===== src/sv/bbcf_ram.sv =====
// ----------------------------------------------------------------------------
// bbcf_ram
// Generic single write, single read RAM with registered read data.
// ----------------------------------------------------------------------------
module bbcf_ram #(
   parameter int WIDTH = 8,
   parameter int DEPTH = 256
) (
   input  logic                     clock,
   input  logic                     wen,
   input  logic [$clog2(DEPTH)-1:0] waddr,
   input  logic [WIDTH-1:0]         wdata,
   input  logic [$clog2(DEPTH)-1:0] raddr,
   output logic [WIDTH-1:0]         rdata
);

   logic [WIDTH-1:0] mem_ff [DEPTH];
   logic [WIDTH-1:0] rdata_ff;

   always_ff @(posedge clock) begin
      if (wen) begin
         mem_ff[waddr] <= wdata;
      end
      rdata_ff <= mem_ff[raddr];
   end

   assign rdata = rdata_ff;

endmodule


===== config.mk =====
export PLATFORM = sky130hd
export DESIGN_NAME = bbcf_ram
export DESIGN_NICKNAME = d
export VERILOG_FILES = /design/src/sv/bbcf_ram.sv
export SDC_FILE = /design/constraint.sdc
export NUM_CORES = 2
export LEC_CHECK = 0
export ABC_AREA = 0
export BUFFER_PORTS_ARGS = -buffer_cell sky130_fd_sc_hd__buf_2
export CELL_PAD_IN_SITES_DETAIL_PLACEMENT = 2
export CELL_PAD_IN_SITES_GLOBAL_PLACEMENT = 2
export CORE_ASPECT_RATIO = 2
export CORE_MARGIN = 3
export CORE_UTILIZATION = 48
export CTS_BUF_LIST = sky130_fd_sc_hd__clkbuf_2 sky130_fd_sc_hd__clkbuf_4 sky130_fd_sc_hd__clkbuf_8
export CTS_CLUSTER_SIZE = 28
export DETAILED_ROUTE_END_ITERATION = 8
export GPL_TIMING_DRIVEN = 1
export PLACE_DENSITY_LB_ADDON = 0.1
export REMOVE_ABC_BUFFERS = 1
export SLEW_MARGIN = 20
export SYNTH_ARGS = -nofsm -noshare
export SYNTH_HDL_FRONTEND = slang
export SYNTH_SLANG_ARGS = --single-unit

===== constraint.sdc =====
create_clock -name clock -period 2.4 [get_ports clock]
set_clock_uncertainty 0.2 [all_clocks]
set_input_delay 0.24 -clock clock [delete_from_list [all_inputs] [get_ports clock]]
set_output_delay 0.24 -clock clock [all_outputs]
set_load 0.02 [all_outputs]

==> run_results.csv <==
group,metric,value,unit
placement,port_buffers,33,
clocking,htree_levels,5,
drt,drt_pass1_iterations,5,
global_route,grt_max_degree,98,
setup_path,crit_type,"reg2reg",
clocking,cts_buffers,300,
setup_path,path_cells,"mux4_2, a22oi_1, a21oi_1, nor4_1, buf_4, nor4_2",
placement,placed_area,87700,um^2
floorplan,dieWidth,294,um
drt,drc,0,
flow_run,maxCapViolations,0,
cells_and_area,final_common_cell,"edfxtp_1",
setup_path,worst_r2r_path_depth,6,
setup_path,startpoint,"mem_ff[7][7]",
sta,rsz0062_at_grt,"true",
clocking,ctsRootBufferMaster,"clkbuf_8",
run_status,status,"complete, but fails checks",
global_route,grt_overflow,0,
clocking,clk_latency,0.98,ns
pwr,power_density,789,nW/um^2
sta,fmax,376,MHz
setup_path,cp.arrival,3.30,ns
pwr,max-vdd-ir-drop,0.603,mV
yosys,syn_inst,3733,
yosys,ys_seq_elements,2056,
floorplan,initial_core_util,0.484,
cells_and_area,fin_util,0.574,
floorplan,ios,34,
drt,vias,45600,
floorplan,die_h,582,um
placement,dp_cells,6400,
cells_and_area,layout_common_cells,"2048 x edfxtp_1, 658 x buf_4, 454 x mux4_2",
drt,antenna_left,0,
worst_hold_path,hp-class,"in2reg",
setup_path,cp-end-kind,"flop",
global_route,antenna_found_initial,16,
yosys,synth_edf_count,2048,
setup_path,r2r_slack,-0.26,ns
clocking,cts.path.max_buffers,4,
cells_and_area,fin_cells,6958,
pwr,power.total,74.4,mW
floorplan,core-area,164000,um^2
sta,slew_viol_final,0,
cells_and_area,drive_gt1_frac,0.366,
placement,place_ws,-1.47,ns
sta,max_slew_margin,0.459,
sta,holdWs,0.0838,ns
cells_and_area,nFillCells,13300,
placement,gp_congestion,0.885,
cells_and_area,syn_to_final_growth,18.5,%
drt,post_drt_wl_per_cell,43.4,um
pwr,p_leak,30.8,nW
drt,wl,302000,um
drt,drt_iter0_markers,5338,
floorplan,rows,210,
global_route,grt_first_pass_wirelength,419000,um
yosys,ys_async_sr_fraction,0,
sta,setup_violations,8,
yosys,syn_area,79600,um^2
yosys,yosysWarnings,0,
global_route,grt.total_usage,0.355,
cells_and_area,final_area,94300,um^2
cells_and_area,fin_nets,4624,
sta,finalCritPeriodShare,1.11,
sta,fin_crit,2.66,ns
yosys,ys.flop_type,"edfxtp_1",
clocking,path_clk_slew,0.09,ns
yosys,yosysUniqueCellTypes,55,
setup_path,crit_path_top_delay_cell,"nor4_1",
setup_path,startpoint_type,"flop",
setup_path,r2r_start,"mem_ff[7][7]",
setup_path,slowest_delay,0.59,ns
setup_path,cp-endpoint,"rdata[7]",
run_status,violations,"setup timing",
placement,dp_hpwl,190000,um
sta,worstMarginPinSlew,0.811,ns
floorplan,dieArea,171000,um^2
sta,setup-tns-final,-1.47,ns
sta,finalWorstSetupSlack,-0.261,ns
yosys,ys_seq_area_frac,0.775,
setup_path,worst_ep_required_time,3.04,ns
clocking,cts_tree,"built",
setup_path,reg2reg_to,"rdata[7]",
clocking,cts_setup_buffers,0,
yosys,syn_avg_cell_area,21.3,um^2
drt,vias_per_cell,6.55,
sta,final-hold-violation-count,0,
worst_hold_path,min_path_cells,6,
setup_path,path_max_fanout,1,
clocking,numClockSinks,2056,
global_route,grt_pass1_vias,50300,
## cell type report
class	count	area [um^2]	share of cell area
Inverter	2	7.51	0.0000796
Timing Repair Buffer	796	7090	0.0752
Sequential cell	2056	61700	0.654
Tap cell	2120	2650	0.0281
Clock buffer	390	4950	0.0525
Multi-Input combinational cell	1442	17000	0.180
Clock inverter	141	945	0.0100
Antenna cell	11	27.5	0.000292
## where the power goes
part	internal (mW)	switching, mW	total, mW
combinational	1.83	3.13	4.96
clock	14.8	14.9	29.7
sequential	39.5	0.130	39.7
total	56.2	18.2	74.4
## worst max-delay path, delay by kind of cell (launching register included)
family | cells | cell delay [ns]
flops | 1 | 0.40
mux | 1 | 0.54
simple gates | 2 | 0.63
compound gates | 2 | 0.56
buf+inv | 1 | 0.22
## worst min path at each step
stage / startpoint / to
final: raddr[6] / rdata[5]
after global routing: raddr[7] / rdata[3]
after CTS: raddr[7] / rdata[3]
after detailed placement: wdata[5] / mem_ff[103][5]
after global placement: wdata[5] / mem_ff[102][5]
after floorplan: wdata[0] / mem_ff[0][0]
## kinds of logic after synthesis
| group | Yosys count | synth area share |
|---|---|---|
| muxes | 591 | 0.146 |
| AOI/OAI and AO/OA | 385 | 0.0342 |
| buffers and inverters | 235 | 0.0183 |
| DFF | 2056 | 0.775 |
| and+or+nand+nor | 466 | 0.0263 |
## synthesized netlist by cell type (all sizes together) (4+ instances only)
master   count  share of area
o32ai        5        0.00064
a22oi      133          0.013
a2111oi      5        0.00066
mux4       456           0.13
buf        122          0.013
nor3        22         0.0014
nor2       282          0.013
or2          4        0.00031
a211oi      16         0.0015
nor4        27         0.0024
nor2b       31         0.0024
a21oi       96         0.0060
o211ai      10        0.00094
o22ai       28         0.0022
nand2b       8        0.00063
dfxtp        8         0.0020
o21ai       12        0.00075
and2         6        0.00047
clkbuf     111         0.0052
nand4       10        0.00079
a221oi      14         0.0016
nand3       34         0.0021
edfxtp    2048           0.77
o22a         5        0.00055
mux2i      134          0.017
o221ai      47         0.0053
nand2       33         0.0016
a22o         8        0.00088
## metal layers
metal / GRT usage / up-vias / part of all wire
li1: - / 17400 / -
met1: 0.387 / 24700 / 0.32
met2: 0.638 / 2552 / 0.54
met3: 0.0554 / 873 / 0.061
met4: 0.231 / 12 / 0.078
met5: 0 / - / 0.00025
## repair_timing
item | CTS | global route
pin swaps | 18 | 20
setup endpoints to repair | 9 | 9
gates cloned | 0 | 0
hold endpoints to repair | 1485 | 0
gates resized for setup | 51 | 34
hold buffers | 20 | 0
## state kept, by name, indices dropped and copies added, names as in the netlist
register  flops
mem_ff     2048
rdata         8
No activity file was read; power rests on OpenSTA's default activity.
